[src/hw/rtl/pcx_pkg.sv]
// ----------------------------------------------------------------------------
// pcx_pkg
// Shared constants and types of the pcx run-length encoder
// ----------------------------------------------------------------------------
package pcx_pkg;

   // longest run held before a forced flush
   localparam int MAX_RUN = 63;
   // count byte marker and first value that always needs a count byte
   localparam logic [7:0] MARKER     = 8'hC0;
   localparam logic [7:0] HIGH_VALUE = 8'd192;

   // burst queue between front and back
   localparam int QUEUE_DEPTH = 4;
   localparam int QUEUE_AW    = $clog2(QUEUE_DEPTH);

   typedef logic [5:0] len_type;

   // code bytes of one flushed run
   typedef struct packed {
      logic [1:0][7:0] bytes;
      logic [1:0]      count;
   } part_type;

   // all code bytes caused by one request, bytes[0] goes out first
   typedef struct packed {
      logic [3:0][7:0] bytes;
      logic [2:0]      count;
   } burst_type;

endpackage

[src/hw/rtl/pcx_front.sv]
// ----------------------------------------------------------------------------
// pcx_front
// Run tracking: one request per cycle unless stalled, builds its code byte burst
// ----------------------------------------------------------------------------
module pcx_front (
   input  logic                clock,
   input  logic                reset,
   input  logic                req_valid,
   output logic                req_stall,
   input  logic [7:0]          req_pixel_byte,
   input  logic                req_line_end,
   input  logic                queue_full,
   output logic                push,
   output pcx_pkg::burst_type  push_burst
);
   import pcx_pkg::*;

   logic [7:0] run_value_ff;
   logic [7:0] run_value_in;
   len_type    run_length_ff;
   len_type    run_length_in;

   logic       accept;
   logic       run_open;
   logic       differ;
   len_type    new_len;
   logic       flush_new;
   part_type   part_old;
   part_type   part_new;

   // code bytes for a run of value and length (zero length, low value: none)
   function automatic part_type flush_bytes(input logic [7:0] value, input len_type len);
      part_type p;
      p.bytes[0] = value;
      p.bytes[1] = value;
      if (len > 6'd2 || value >= HIGH_VALUE) begin
         p.bytes[0] = MARKER | {2'b00, len};
         p.count    = 2'd2;
      end else begin
         p.count = len[1:0];
      end
      return p;
   endfunction

   assign accept    = req_valid && !queue_full;
   assign req_stall = queue_full;

   always_comb begin
      run_open  = (run_length_ff != '0);
      differ    = run_open && (req_pixel_byte != run_value_ff);
      new_len   = (run_open && !differ) ? run_length_ff + 6'd1 : 6'd1;
      flush_new = (new_len >= len_type'(MAX_RUN)) || req_line_end;

      part_old = flush_bytes(run_value_ff, run_length_ff);
      if (!differ) part_old.count = 2'd0;
      part_new = flush_bytes(req_pixel_byte, new_len);
      if (!flush_new) part_new.count = 2'd0;

      push_burst.bytes = '0;
      case (part_old.count)
         2'd0: begin
            push_burst.bytes[0] = part_new.bytes[0];
            push_burst.bytes[1] = part_new.bytes[1];
         end
         2'd1: begin
            push_burst.bytes[0] = part_old.bytes[0];
            push_burst.bytes[1] = part_new.bytes[0];
            push_burst.bytes[2] = part_new.bytes[1];
         end
         default: begin
            push_burst.bytes[0] = part_old.bytes[0];
            push_burst.bytes[1] = part_old.bytes[1];
            push_burst.bytes[2] = part_new.bytes[0];
            push_burst.bytes[3] = part_new.bytes[1];
         end
      endcase
      push_burst.count = {1'b0, part_old.count} + {1'b0, part_new.count};

      push = accept && (push_burst.count != 3'd0);

      run_value_in  = run_value_ff;
      run_length_in = run_length_ff;
      if (accept) begin
         run_value_in  = req_pixel_byte;
         run_length_in = flush_new ? '0 : new_len;
      end
   end

   always_ff @(posedge clock) begin
      if (reset) begin
         run_value_ff  <= '0;
         run_length_ff <= '0;
      end else begin
         run_value_ff  <= run_value_in;
         run_length_ff <= run_length_in;
      end
   end

endmodule

[src/hw/rtl/pcx_queue.sv]
// ----------------------------------------------------------------------------
// pcx_queue
// Short burst queue between run tracking and byte serializer
// ----------------------------------------------------------------------------
module pcx_queue (
   input  logic                clock,
   input  logic                reset,
   input  logic                push,
   input  pcx_pkg::burst_type  push_burst,
   output logic                full,
   input  logic                pop,
   output pcx_pkg::burst_type  head,
   output logic                empty
);
   import pcx_pkg::*;

   burst_type               entry_ff [QUEUE_DEPTH];
   logic [QUEUE_AW-1:0]     wr_ptr_ff;
   logic [QUEUE_AW-1:0]     wr_ptr_in;
   logic [QUEUE_AW-1:0]     rd_ptr_ff;
   logic [QUEUE_AW-1:0]     rd_ptr_in;
   logic [QUEUE_AW:0]       count_ff;
   logic [QUEUE_AW:0]       count_in;

   assign full  = (count_ff == (QUEUE_AW+1)'(QUEUE_DEPTH));
   assign empty = (count_ff == '0);
   assign head  = entry_ff[rd_ptr_ff];

   always_comb begin
      wr_ptr_in = push ? wr_ptr_ff + 1'b1 : wr_ptr_ff;
      rd_ptr_in = pop  ? rd_ptr_ff + 1'b1 : rd_ptr_ff;
      count_in  = count_ff;
      if (push && !pop) count_in = count_ff + 1'b1;
      if (pop && !push) count_in = count_ff - 1'b1;
   end

   always_ff @(posedge clock) begin
      if (push) begin
         entry_ff[wr_ptr_ff] <= push_burst;
      end
   end

   always_ff @(posedge clock) begin
      if (reset) begin
         wr_ptr_ff <= '0;
         rd_ptr_ff <= '0;
         count_ff  <= '0;
      end else begin
         wr_ptr_ff <= wr_ptr_in;
         rd_ptr_ff <= rd_ptr_in;
         count_ff  <= count_in;
      end
   end

endmodule

[src/hw/rtl/pcx_back.sv]
// ----------------------------------------------------------------------------
// pcx_back
// Byte serializer: unless stalled, walks the head burst one code byte per cycle
// ----------------------------------------------------------------------------
module pcx_back (
   input  logic                clock,
   input  logic                reset,
   input  pcx_pkg::burst_type  head,
   input  logic                empty,
   output logic                pop,
   output logic                rsp_valid,
   input  logic                rsp_stall,
   output logic [7:0]          rsp_code_byte,
   output logic                rsp_last_of_item
);
   import pcx_pkg::*;

   logic       rsp_valid_ff;
   logic       rsp_valid_in;
   logic [7:0] code_byte_ff;
   logic [7:0] code_byte_in;
   logic       last_ff;
   logic       last_in;
   logic [1:0] idx_ff;
   logic [1:0] idx_in;

   logic       out_free;
   logic       load;
   logic       last_byte;

   always_comb begin
      out_free  = !rsp_valid_ff || !rsp_stall;
      load      = out_free && !empty;
      last_byte = ({1'b0, idx_ff} == (head.count - 3'd1));
      pop       = load && last_byte;

      rsp_valid_in = out_free ? !empty : rsp_valid_ff;
      code_byte_in = load ? head.bytes[idx_ff] : code_byte_ff;
      last_in      = load ? last_byte : last_ff;
      idx_in       = idx_ff;
      if (load) idx_in = last_byte ? 2'd0 : idx_ff + 2'd1;
   end

   always_ff @(posedge clock) begin
      code_byte_ff <= code_byte_in;
      last_ff      <= last_in;
   end

   always_ff @(posedge clock) begin
      if (reset) begin
         rsp_valid_ff <= 1'b0;
         idx_ff       <= '0;
      end else begin
         rsp_valid_ff <= rsp_valid_in;
         idx_ff       <= idx_in;
      end
   end

   assign rsp_valid        = rsp_valid_ff;
   assign rsp_code_byte    = code_byte_ff;
   assign rsp_last_of_item = last_ff;

endmodule

[src/hw/rtl/pcx_rle_encoder.sv]
// a request's first code byte passes the burst queue and the output register
// requests enter and code bytes leave at one per cycle each, unless stalled
// the serializer sets the output rate, a request may cause up to four bytes
// a four-entry burst queue takes up the difference before req_stall rises
// reset (synchronous, active high) drops any open run and empties the queue
// ----------------------------------------------------------------------------
// pcx_rle_encoder
// Streaming PCX run-length encoder for one line of index bytes
// ----------------------------------------------------------------------------
module pcx_rle_encoder (
   input  logic       clock,
   input  logic       reset,
   // request channel: one index byte, line_end marks the last byte of a line
   input  logic       req_valid,
   output logic       req_stall,
   input  logic [7:0] req_pixel_byte,
   input  logic       req_line_end,
   // result channel: count byte, run value or literal
   output logic       rsp_valid,
   input  logic       rsp_stall,
   output logic [7:0] rsp_code_byte,
   output logic       rsp_last_of_item
);
   import pcx_pkg::*;

   logic      push;
   burst_type push_burst;
   logic      queue_full;
   logic      pop;
   burst_type head;
   logic      queue_empty;

   // front: tracks the open run, flushes it on a new value, full length
   // or line end, and turns every request into a burst of 0 to 4 bytes
   pcx_front u_front (
      .clock          (clock),
      .reset          (reset),
      .req_valid      (req_valid),
      .req_stall      (req_stall),
      .req_pixel_byte (req_pixel_byte),
      .req_line_end   (req_line_end),
      .queue_full     (queue_full),
      .push           (push),
      .push_burst     (push_burst)
   );

   // queue: only requests that produce bytes take an entry
   pcx_queue u_queue (
      .clock      (clock),
      .reset      (reset),
      .push       (push),
      .push_burst (push_burst),
      .full       (queue_full),
      .pop        (pop),
      .head       (head),
      .empty      (queue_empty)
   );

   // back: registers one byte per cycle when not stalled, flags the final byte
   pcx_back u_back (
      .clock            (clock),
      .reset            (reset),
      .head             (head),
      .empty            (queue_empty),
      .pop              (pop),
      .rsp_valid        (rsp_valid),
      .rsp_stall        (rsp_stall),
      .rsp_code_byte    (rsp_code_byte),
      .rsp_last_of_item (rsp_last_of_item)
   );

endmodule

[config.mk]
export PLATFORM = sky130hd
export DESIGN_NAME = pcx_rle_encoder
export DESIGN_NICKNAME = d
export VERILOG_FILES = /design/src/hw/rtl/pcx_pkg.sv /design/src/hw/rtl/pcx_front.sv /design/src/hw/rtl/pcx_queue.sv /design/src/hw/rtl/pcx_back.sv /design/src/hw/rtl/pcx_rle_encoder.sv
export SDC_FILE = /design/constraint.sdc
export NUM_CORES = 1
export LEC_CHECK = 0
export BUFFER_PORTS_ARGS = -buffer_cell sky130_fd_sc_hd__buf_2
export CAP_MARGIN = 20
export CORE_MARGIN = 4
export CORE_UTILIZATION = 65
export DETAILED_ROUTE_END_ITERATION = 10
export PLACE_DENSITY = 0.87
export RECOVER_POWER = 25
export SLEW_MARGIN = 20
export SYNTH_ARGS = -nofsm -noshare
export SYNTH_HDL_FRONTEND = slang
export SYNTH_HIERARCHICAL = 1
export SYNTH_SLANG_ARGS = --single-unit
export TNS_END_PERCENT = 5
[constraint.sdc]
create_clock -name clock -period 8.9 [get_ports clock]
set_input_delay 1.335 -clock clock [delete_from_list [all_inputs] [get_ports clock]]
set_output_delay 1.335 -clock clock [all_outputs]
set_load 0.02 [all_outputs]
# Yosys cells after proc, flatten, opt, wreduce, memory -nomap -nowiden
# Memory sizes are Yosys's and may differ from the RTL's. A register that Yosys moved wholly into a read port is not among the register bits.
# Index checks and enable logic that the tools add are counted.
# op_classes
n_addsub	8
order_cmp	6
n_eq_ne	4
mux	20
n_reduce_logical	25
# ops
op	n
$mux W8	4
$pmux W16 S2	1
$bmux W8 S2	1
$ge A8 B8 Y1 const B	2
$pmux W8 S2	1
$mux W2	7
$gt A6 B2 Y1 const B	2
$mux W6	2
$logic_and A1 B1 Y1	8
$ne A8 B8 Y1	1
$logic_not A1 Y1	7
$add A2 B1 Y2 const B	3
$add A6 B1 Y6 const B	1
$ge A6 B6 Y1 const B	1
$mux W3	2
$reduce_bool A6 Y1	1
$sub A3 B1 Y3 const B	2
$logic_or A1 B1 Y1	4
$add A2 B2 Y3	1
$add A3 B1 Y3 const B	1
$eq A2 B3 Y1	1
$eq A3 B3 Y1 const B	1
$logic_not A3 Y1	1
$lt A2 B3 Y1 const B	1
6 further kinds	7
# word_totals
reg_bits	33
ramBits	140
in_bits	13
output_inout_bits	11
word_cells	73
n_memories	1
# memory_table
memory	words	width	read_ports	rd_clocked_by_memory_dff	write_ports	line_no	text
u_queue.entry_ff	4	35	1	1	1	pcx_queue.sv:17	burst_type entry_ff [QUEUE_DEPTH];

# Longest topological paths before layout
# Gate-level depths: netlist (run 1).
# logic_depth
word_depth	15
mapped_depth	18
depth_no_buf	17

# Hierarchy
# The synthesis (run 1) kept the hierarchy.
# modules_own_cells
module	instances	cells_each	area_each_um2	seq_area_each_um2
pcx_queue	1	230	5536.6	4384.2
pcx_front	1	196	1448.9	280.3
pcx_back	1	41	673.1	330.3

# Worst setup path after synthesis (run 1)
# Ideal clock, no wire load.
# synth_path
kind	input to register
startpoint	in req_pixel_byte[1]
endpoint	reg u_queue.count_ff[2]
setup_time_ns	0.070
arrival_ns	4.784
setup_slack_ns	4.046
cell_stages	17
n_path_buf	1
path_cell_list	xor2_1 -> nor4_4 -> and3_1 -> buf_4 -> a21oi_1 -> a2111oi_2 -> ha_1 -> fa_1 -> nor3_1 -> nor2_1 -> inv_1 -> ha_1 -> inv_1 -> fa_1 -> xor2_1 -> or3_1 -> a21oi_1
# synth_rtl
item	line_no	text
from (decl)	pcx_rle_encoder.sv:16	input logic [7:0] req_pixel_byte,
to (signal assigned)	pcx_queue.sv:51	count_ff <= count_in;
to (decl)	pcx_queue.sv:22	logic [QUEUE_AW:0] count_ff;

==> out/qor.yml, run 1 <==
cts_resized: 0
wl_mm: 15.3
tightest_slew_ns: 2.89
path_clk_slew_ns: 0.06
final-max-slew-violation-count: 70
hold_path.class: "flip-flop to flip-flop"
worstSetupStartpoint: "req_pixel_byte[5]"
num_rows: 39
placed_cells: 615
clock-root-buffer: "clkbuf_16"
slew_headroom_pct: -92.6
startpoint_type: "input pin"
port_buffers: 23
overflow: 0
h-tree-depth: 4
yosys-top-cells-count: "edfxtp_1, mux4_2, nand2_1, nor2_1, dfxtp_1"
dr.pass1.iters: 5
gp_congestion: 0.925
fin_tns_setup_ns: 0
synthesis.area_um2: 7660
max-vdd-ir-drop_uv: 247
setup_viol: 0
syn_nets: 492
grtUsageTotal_pct: 24.6
wire_per_inst_um: 23.6
grt_setup_unrepaired: "no"
skew_ns: 0.00976
synth_area_leader_cell: "edfxtp_1"
num_vias: 4245
chipHeight_um: 117
first_global_vias: 4203
clk_latency_ns: 0.43
hold_viol: 0
crit_end: "u_queue/entry_ff[1][24]$_DFFE_PP_"
detailed_place_hpwl_mm: 9.64
syn_to_final_growth_pct: 9.49
cp.arrival_ns: 6.08
core-area_um2: 11500
clock_sinks: 175
violations: "max-capacitance violations, max-slew violations"
ioPinCount: 24
final_util_pct: 73.1
synth_top_area_share_pct: 58.4
synth_edf_count: 149
status: "finished, violations left"
cts_buffers: 17
antenna_found_initial: 0
reg2reg_depth: 16
yosys_register_bits: 175
fin_crit_sh_pct: 67.2
synth_flop_cell: "edfxtp_1"
cts_hold_buf: 0
nets: 516
post-cts-setup-buffers: 0
ys_types: 53
viasPerCell: 6.56
die_area_um2: 13600
cp.required_ns: 9.00
yosys_warnings: 6
netlist_top_cells_area: "edfxtp_1, mux4_2, dfxtp_1"
start_util_pct: 66.8
p_leak_uw: 0.00288
clk_path_buf_depth: 2
endpoint_kind: "flip-flop"
grt_pass1_wl_mm: 24.0
avgSynthCellArea_um2: 16.4
fin_cells: 647
postRouteAntennaNets: 0
antennaDiodeCount: 0
min_period_ns: 5.98
drt_iter0_drc: 568
cts_tree: "built"
fin_area_um2: 8390
max_freq_mhz: 167
yosysSeqAreaShare_pct: 65.2
ys_async_sr_fraction_pct: 0
r2r_slack_ns: 3.20
power_density_nw_per_um2: 230
crit_fanout: 18
placed_area_um2: 7820
syn_inst: 467
drive_above_1_share_pct: 18.5
grt_max_degree: 36
synth_most_common_cell: "edfxtp_1"
worst-setup-path-type: "input pin to flip-flop"
fp.dieW_um: 117
remaining_drc_errors: 0
worst_r2r_endpoint: "u_queue/count_ff[2]$_SDFFE_PP0P_"
max_cap_violations: 3
r2r_start: "u_front/run_length_ff[0]$_SDFFE_PP0P_"
==> area by class of cell <==
type,count,area (µm²)
inverters,15,56.3
clock buffers,19,433
fillers,672,3080
multi-input cells,253,2370
flip-flops and latches,175,5000
repair buffers,29,139
well taps,143,179
clock inverters,13,209
==> worst min path at each step <==
stage / from / end / slack [ns] / cells past startpoint
final: u_back/rsp_valid$_SDFFE_PP0N_ / u_back/rsp_valid$_SDFFE_PP0N_ / 0.49 / 2
after CTS: u_queue/count_ff[2]$_SDFFE_PP0P_ / u_queue/count_ff[2]$_SDFFE_PP0P_ / 0.50 / 2
after global placement: u_queue/count_ff[2]$_SDFFE_PP0P_ / u_queue/count_ff[2]$_SDFFE_PP0P_ / 0.48 / 2
after floorplan: u_queue/count_ff[2]$_SDFFE_PP0P_ / u_queue/count_ff[2]$_SDFFE_PP0P_ / 0.47 / 2
after detailed placement: u_queue/count_ff[2]$_SDFFE_PP0P_ / u_queue/count_ff[2]$_SDFFE_PP0P_ / 0.49 / 2
after global routing: u_back/rsp_valid$_SDFFE_PP0N_ / u_back/rsp_valid$_SDFFE_PP0N_ / 0.50 / 2
==> metrics by stage <==
step | power [µW] | hold slack, ns | setup WS [ns]
2_1_floorplan | 1100 | 0.467 | 4.05
3_3_place_gp | 1140 | 0.481 | 3.50
3_5_place_dp | 1150 | 0.488 | 3.29
4_1_cts | 1940 | 0.497 | 3.67
5_1_grt | 1990 | 0.504 | 2.60
6_report | 1920 | 0.487 | 2.92
==> critical path: stages <==
cell and delay, ns:
clkbuf_1 0.21, xor2_1 0.13, nor4_1 0.60, a21boi_0 0.65, nand2_1 0.41, inv_1 0.27, fa_1 0.71, nor3_1 0.10
nor2_1 0.39, and2_1 0.81, buf_4 0.44
==> per-layer routing <==
metal / track usage, % / vias to the layer above / routed length (µm)
met3: 6.53 / 27 / 1320
li1: - / 1873 / -
met1: 34.6 / 2119 / 6170
met5: 0 / - / 0
met2: 37.8 / 226 / 7480
met4: 9.17 / 0 / 294
==> registers in the layout, summed over array words and instances, names as in the netlist, 2 cells and up, named ones only <==
register / flops
u_back/idx_ff: 2
u_queue/count_ff: 3
u_back/rsp_code_byte: 8
u_front/run_length_ff: 6
u_queue/rd_ptr_ff: 2
u_front/run_value_ff: 8
u_queue/wr_ptr_ff: 2
u_queue/entry_ff: 140
==> layout by cell type, fill, tap and decap left out, drive strengths merged, types with 6 or more instances in the layout <==
cell type / instances
buf: 14
a21oi: 28
nand3: 9
nor4: 6
a22o: 8
o21ai: 8
nor3: 7
mux4: 43
inv: 18
ha: 10
edfxtp: 149
dfxtp: 26
nand2: 33
and3: 10
clkbuf: 34
and2: 12
xor2: 14
nor2: 27
==> cell families (layout without fill, tap and decap cells) <==
group	Yosys count	after routing	share of synthesized area, %
AO/OA/AOI/OAI	62	62	5.98
XOR/XNOR	19	19	2.17
adder cells (fa/ha/maj)	12	12	2.16
buffers and inverters	39	76	3.10
flip-flops	175	175	65.2
multiplexers	46	46	13.3
AND/OR/NAND/NOR	114	114	8.04
==> power by group <==
| part | internal [µW] | switching (µW) | total [µW] |
|---|---|---|---|
| clock | 500 | 303 | 803 |
| combinational | 72.5 | 97.5 | 170 |
| sequential | 928 | 24.2 | 952 |
Note: power is estimated with default switching activity, not from simulation.
==> run 2, diff against run 1 <==
--- a/config.mk
+++ b/config.mk
@@ -8,9 +8,9 @@
 export BUFFER_PORTS_ARGS = -buffer_cell sky130_fd_sc_hd__buf_2
 export CAP_MARGIN = 20
 export CORE_MARGIN = 4
-export CORE_UTILIZATION = 65
+export CORE_UTILIZATION = 56
 export DETAILED_ROUTE_END_ITERATION = 10
-export PLACE_DENSITY = 0.87
+export PLACE_DENSITY = 0.8
 export RECOVER_POWER = 25
 export SLEW_MARGIN = 20
 export SYNTH_ARGS = -nofsm -noshare
==> constraint.sdc (replaced) <==
create_clock -name clock -period 5.15 [get_ports clock]
set_input_delay 0.7725 -clock clock [delete_from_list [all_inputs] [get_ports clock]]
set_output_delay 0.7725 -clock clock [all_outputs]
set_load 0.02 [all_outputs]
==> out/qor.yml, run 2 (synthesis results as in run 1) <==
status: "finished, violations left"
violations: "max-capacitance violations, max-slew violations"
wl_mm: 15.0  # -1.4%
p_leak_uw: 0.00288  # -0.21%
first_global_vias: 4269  # +1.6%
final_util_pct: 63.3  # -9.9 points
p_int_uw: 2490  # +66%
remaining_drc_errors: 0  # unchanged
layout_commonest_cell: "edfxtp_1"
worstPathCellList: "buf_4, ha_1, nor2b_1, nor2_1, o221a_2, nor2_1, a2111oi_2, ha_1, fa_1, nor3_1, nor2_1, inv_1, ha_1, inv_1, fa_1, xor2_1, or3_1, a21oi_1"
critPathTopFamily: "adder cells"
fin_area_um2: 8410  # +0.31%
max_freq_mhz: 215
largest_reg_flops: 140  # unchanged
hold_viol: 0  # unchanged
max_cap_violations: 2  # -1
startpoint_type: "flip-flop"
power_density_nw_per_um2: 383  # +67%
power_frac_seq_pct: 51.2  # +1.7 points
grtUsageTotal_pct: 20.4  # -4.3 points
cts_resized: 0  # unchanged
clock_sinks: 175  # unchanged
path_clk_slew_ns: 0.06  # about the same
cp.arrival_ns: 5.00  # -1.08 ns
grt_setup_unrepaired: "no"
h-tree-depth: 4  # unchanged
swShare_pct: 22.7  # +0.69 points
clk_latency_ns: 0.42  # about the same
max-vdd-ir-drop_uv: 260  # +5.4%
die_area_um2: 15600  # +15%
dr.pass1.iters: 5  # unchanged
overflow: 0  # unchanged
critical_path.max_stage_delay_ns: 0.49  # -0.32 ns
cts_hold_buf: 0  # unchanged
endpoint_kind: "flip-flop"
post-cts-setup-buffers: 0  # unchanged
num_rows: 42  # +7.7%
start_util_pct: 57.6  # -9.2 points
detailed_place_hpwl_mm: 9.22  # -4.4%
min_period_ns: 4.66
cp_num_buf_inv: 3  # unchanged
viasPerCell: 6.19  # -5.7%
num_vias: 4221  # -0.57%
tightest_slew_ns: 2.21  # -0.679 ns
p_sw_uw: 732  # +72%
clk_path_buf_depth: 2  # unchanged
setup_viol: 0  # unchanged
clock_power_share_pct: 39.7  # -2.0 points
clock-root-buffer: "clkbuf_16"
port_buffers: 23  # unchanged
wire_per_inst_um: 22.1  # -6.5%
cts_buffers: 17  # unchanged
nets: 519  # +0.58%
slew_headroom_pct: -48.8  # +44 points
syn_to_final_growth_pct: 9.84
combPwrFrac_pct: 9.1  # +0.3 points
antennaDiodeCount: 0  # unchanged
grt_max_degree: 36  # unchanged
antenna_found_initial: 0  # unchanged
fp.dieW_um: 125  # +7.2%
ioPinCount: 24  # unchanged
drive_above_1_share_pct: 19.4  # +0.92 points
cts_tree: "built"
grt_pass1_wl_mm: 24.4  # +1.7%
cp.required_ns: 5.49  # -3.51 ns
nFillCells: 919  # +37%
chipHeight_um: 125  # +7.2%
cp_slowest_cell: "dfxtp_1"
top_register: "u_queue/entry_ff"
core-area_um2: 13300  # +16%
fin_crit_sh_pct: 90.4
fin_tns_setup_ns: 0  # unchanged
timing.hold.ws_ns: 0.474  # -0.0129 ns
p_total_uw: 3220  # +67%
placed_area_um2: 7880  # +0.82%
crit_fanout: 8  # -10
layout_common_cells: "edfxtp_1, mux4_2, nand2_1"
final-max-slew-violation-count: 34  # -51%
hold_path.class: "flip-flop to flip-flop"
worst-setup-path-type: "flip-flop to flip-flop"
gp_congestion: 0.922  # -0.28%
postRouteAntennaNets: 0  # unchanged
drt_iter0_drc: 500  # -12%
skew_ns: 0.0120  # +0.00225 ns
r2r_slack_ns: 0.49  # -2.71 ns
==> run 2: path summary, 6_finish.rpt <==
check,end,depth (start not counted),from
setup / recovery,u_queue/count_ff[2]$_SDFFE_PP0P_,18,u_front/run_length_ff[0]$_SDFFE_PP0P_
hold / removal,u_back/rsp_valid$_SDFFE_PP0N_,2,u_back/rsp_valid$_SDFFE_PP0N_
setup reg to reg,u_queue/count_ff[2]$_SDFFE_PP0P_,18,u_front/run_length_ff[0]$_SDFFE_PP0P_
hold reg to reg,u_back/rsp_valid$_SDFFE_PP0N_,2,u_back/rsp_valid$_SDFFE_PP0N_
==> run 2: worst register-to-register path: stages, from the launching register on <==
cell       delay [ns]
dfxtp_1          0.49
buf_4            0.23
ha_1             0.22
nor2b_1          0.08
nor2_1           0.32
o221a_2          0.34
nor2_1           0.10
a2111oi_2        0.37
ha_1             0.23
fa_1             0.47
nor3_1           0.23
nor2_1           0.15
inv_1            0.11
ha_1             0.18
inv_1            0.07
fa_1             0.39
xor2_1           0.16
or3_1            0.31
a21oi_1          0.14
==> run 2: layout make-up <==
| cell class | instances | area (µm²) | area share [%] |
|---|---|---|---|
| flip-flops and latches | 175 | 4990 | 59.4 |
| multi-input cells | 253 | 2380 | 28.3 |
| clock buffers | 17 | 425 | 5.06 |
| well taps | 176 | 220 | 2.62 |
| repair buffers | 32 | 168 | 1.99 |
| clock inverters | 14 | 165 | 1.96 |
| inverters | 15 | 56.3 | 0.669 |
==> run 2: power by group through the flow <==
stage / clock network, µW / logic [µW] / registers [µW]
after floorplan: 0 / 229 / 1670
after global placement: 0 / 296 / 1680
after detailed placement: 0 / 304 / 1680
after CTS: 1300 / 309 / 1650
after global routing: 1370 / 319 / 1660
final: 1280 / 294 / 1650
==> run 2: per-stage QoR <==
step                setup slack [ns]  std cells
floorplan                      0.858        467
global placement               0.627        651
global route                   0.211        682
CTS                            0.558        682
detailed placement             0.470        651
finish                         0.493        682
==> run 2: per-layer routing <==
| layer | GRT usage [%] | up-vias | wire length [µm] |
|---|---|---|---|
| li1 | - | 1872 | - |
| met4 | 6.51 | 0 | 249 |
| met2 | 31.3 | 180 | 7160 |
| met1 | 29.4 | 2140 | 6670 |
| met3 | 4.82 | 29 | 968 |
| met5 | 0 | - | 0 |
==> run 3, diff against run 2 <==
--- a/config.mk
+++ b/config.mk
@@ -8,13 +8,12 @@
 export BUFFER_PORTS_ARGS = -buffer_cell sky130_fd_sc_hd__buf_2
 export CAP_MARGIN = 20
 export CORE_MARGIN = 4
-export CORE_UTILIZATION = 56
+export CORE_UTILIZATION = 62
 export DETAILED_ROUTE_END_ITERATION = 10
-export PLACE_DENSITY = 0.8
+export PLACE_DENSITY = 0.84
 export RECOVER_POWER = 25
 export SLEW_MARGIN = 20
 export SYNTH_ARGS = -nofsm -noshare
 export SYNTH_HDL_FRONTEND = slang
-export SYNTH_HIERARCHICAL = 1
 export SYNTH_SLANG_ARGS = --single-unit
 export TNS_END_PERCENT = 5
==> constraint.sdc (replaced) <==
create_clock -name clock -period 5.3 [get_ports clock]
set_input_delay 0.795 -clock clock [delete_from_list [all_inputs] [get_ports clock]]
set_output_delay 0.795 -clock clock [all_outputs]
set_load 0.02 [all_outputs]
==> out/qor.yml, run 3 <==
status: "finished, final reports clean"
muxShareOfSynthArea_pct: 13.4  # +0.11 points
num_rows: 40  # -4.8%
grt_pass1_wl_mm: 25.0  # +2.6%
wire_per_inst_um: 22.8  # +3.2%
grtUsageTotal_pct: 23.8  # +3.4 points
top_register: "u_queue.entry_ff"
synth-compound-area-share_pct: 6.89  # +0.91 points
syn_nets: 511  # +3.9%
cp.arrival_ns: 4.93  # -0.07 ns
fp.dieW_um: 119  # -4.6%
h-tree-depth: 4  # unchanged
cts_hold_buf: 0  # unchanged
final-max-slew-violation-count: 0  # -100%
drt_iter0_drc: 441  # -12%
remaining_drc_errors: 0  # unchanged
max-vdd-ir-drop_uv: 163  # -37%
power_density_nw_per_um2: 354  # -7.4%
clk_latency_ns: 0.43  # about the same
ioPinCount: 24  # unchanged
cp.required_ns: 5.64  # +0.15 ns
fin_tns_setup_ns: 0  # unchanged
grt_max_degree: 36  # unchanged
clock-root-buffer: "clkbuf_16"
die_area_um2: 14200  # -9.0%
synth_top_family_by_area: "multiplexers"
hold_path.class: "flip-flop to flip-flop"
startpoint_type: "flip-flop"
avgSynthCellArea_um2: 15.8  # -3.8%
timing.hold.ws_ns: 0.502  # +0.0283 ns
synth_area_leader_cell: "edfxtp_1"
cts_buffers: 17  # unchanged
cts_tree: "built"
detailed_place_hpwl_mm: 9.61  # +4.2%
p_leak_uw: 0.00282  # -1.9%
final_util_pct: 69.9  # +6.6 points
cts_resized: 0  # unchanged
layout_common_cells: "edfxtp_1, mux4_2, nor2_1"
hold_depth: 2  # unchanged
yosys-top-cells-count: "edfxtp_1, mux4_2, nor2_1, dfxtp_1, inv_1"
syn_to_final_growth_pct: 9.94  # about the same
path_clk_slew_ns: 0.06  # about the same
grt_setup_unrepaired: "no"
core-area_um2: 12100  # -9.3%
clock_sinks: 175  # unchanged
yosys_register_bits: 175  # unchanged
synth_flop_cell: "edfxtp_1"
max_cap_violations: 0  # -2
dr.pass1.iters: 5  # unchanged
synthesis.area_um2: 7670  # +0.13%
nets: 534  # +2.9%
netlist_top_cells_area: "edfxtp_1, mux4_2, dfxtp_1"
worst-setup-path-type: "flip-flop to flip-flop"
hold_viol: 0  # unchanged
slew_headroom_pct: 18.7  # +68 points
synth_top_area_share_pct: 58.3  # -0.076 points
p_total_uw: 2990  # -7.2%
synth_most_common_cell: "edfxtp_1"
gp_congestion: 0.919  # -0.38%
num_vias: 4380  # +3.8%
ys_async_sr_fraction_pct: 0  # unchanged
setup_viol: 0  # unchanged
ys_types: 58  # +9.4%
post-cts-setup-buffers: 0  # unchanged
fin_crit_sh_pct: 86.5  # -3.9 points
chipHeight_um: 119  # -4.6%
synthAdderAreaFrac_pct: 2.15  # -0.0028 points
postRouteAntennaNets: 0  # unchanged
layout_commonest_cell: "edfxtp_1"
endpoint_kind: "flip-flop"
synth_edf_count: 149  # unchanged
nFillCells: 796  # -13%
start_util_pct: 63.6  # +6.0 points
antennaDiodeCount: 0  # unchanged
synth_xor_xnor_area_share_pct: 2.17  # -0.0028 points
port_buffers: 23  # unchanged
tightest_slew_ns: 1.22  # -0.990 ns
largest_reg_flops: 140  # unchanged
yosys.area_share.simple_pct: 7.18  # -0.86 points
drive_above_1_share_pct: 18.6  # -0.79 points
overflow: 0  # unchanged
reg2reg_depth: 19  # +1
wl_mm: 15.7  # +4.4%
setup_ws_ns: 0.714  # +0.221 ns
min_period_ns: 4.59  # -0.0715 ns
skew_ns: 0.00936  # -0.00266 ns
max_freq_mhz: 218  # +1.6%
dpl_worst_slack_ns: 0.804  # +0.334 ns
syn_inst: 486  # +4.1%
yosysSeqAreaShare_pct: 65.1  # -0.085 points
viasPerCell: 6.35  # +2.6%
yosys_warnings: 0  # -6
first_global_vias: 4304  # +0.82%
clk_path_buf_depth: 2  # unchanged
antenna_found_initial: 0  # unchanged
crit_fanout: 14  # +6
==> run 3: metrics by stage <==
step / area, µm² / instances
6_report: 8430 / 690
3_5_place_dp: 7930 / 658
3_3_place_gp: 7930 / 658
2_1_floorplan: 7670 / 486
5_1_grt: 8430 / 690
4_1_cts: 8460 / 690
==> run 3: final cells by class <==
cell class | instances | area, µm² | area share (%)
sequential | 175 | 5000 | 59.3
multi-input combinational | 257 | 2440 | 28.9
clock buffer | 18 | 429 | 5.09
tap | 168 | 210 | 2.49
timing repair buffer | 32 | 160 | 1.90
clock inverter | 14 | 101 | 1.20
inverter | 26 | 97.6 | 1.16
==> run 3: logic make-up after synthesis <==
family	count (synthesis)
DFF	175
and+or+nand+nor	104
AOI/OAI and AO/OA	73
buffers and inverters	54
muxes	49
xor gates and xnor gates	19
adders and majority gates	12
==> run 3: power breakdown <==
part / internal [µW] / total [µW] / switching [µW]
Combinational: 113 / 268 / 155
Sequential: 1560 / 1600 / 46.6
Clock: 634 / 1120 / 482
==> run 3: worst max-delay path, cell delays in order, from the launching register on <==
cell,delay [ns]
dfxtp_1,0.58
inv_1,0.16
ha_1,0.30
and2_1,0.22
nor3_2,0.18
clkbuf_1,0.35
a21oi_1,0.14
a211oi_1,0.25
ha_1,0.19
inv_1,0.05
fa_1,0.50
a31oi_1,0.08
buf_4,0.20
inv_1,0.05
ha_1,0.18
inv_1,0.07
fa_1,0.37
xor2_1,0.16
or3_1,0.31
a21oi_1,0.15
==> run 3: per-layer routing <==
metal | vias to the layer above | track usage (%) | share of wire [%]
met5 | - | 0 | 0
met2 | 188 | 36.7 | 49
met1 | 2220 | 33.4 | 42
li1 | 1933 | - | -
met4 | 0 | 10.6 | 3.1
met3 | 39 | 4.46 | 6.1
==> run 3: path summary, 6_finish.rpt <==
kind	slack, ns	endpoint	from
setup / recovery	0.71	u_queue.count_ff[2]$_SDFFE_PP0P_	u_front.run_length_ff[0]$_SDFFE_PP0P_
hold / removal	0.50	u_back.rsp_valid$_SDFFE_PP0N_	u_back.rsp_valid$_SDFFE_PP0N_
setup reg to reg	0.71	u_queue.count_ff[2]$_SDFFE_PP0P_	u_front.run_length_ff[0]$_SDFFE_PP0P_
hold reg to reg	0.50	u_back.rsp_valid$_SDFFE_PP0N_	u_back.rsp_valid$_SDFFE_PP0N_
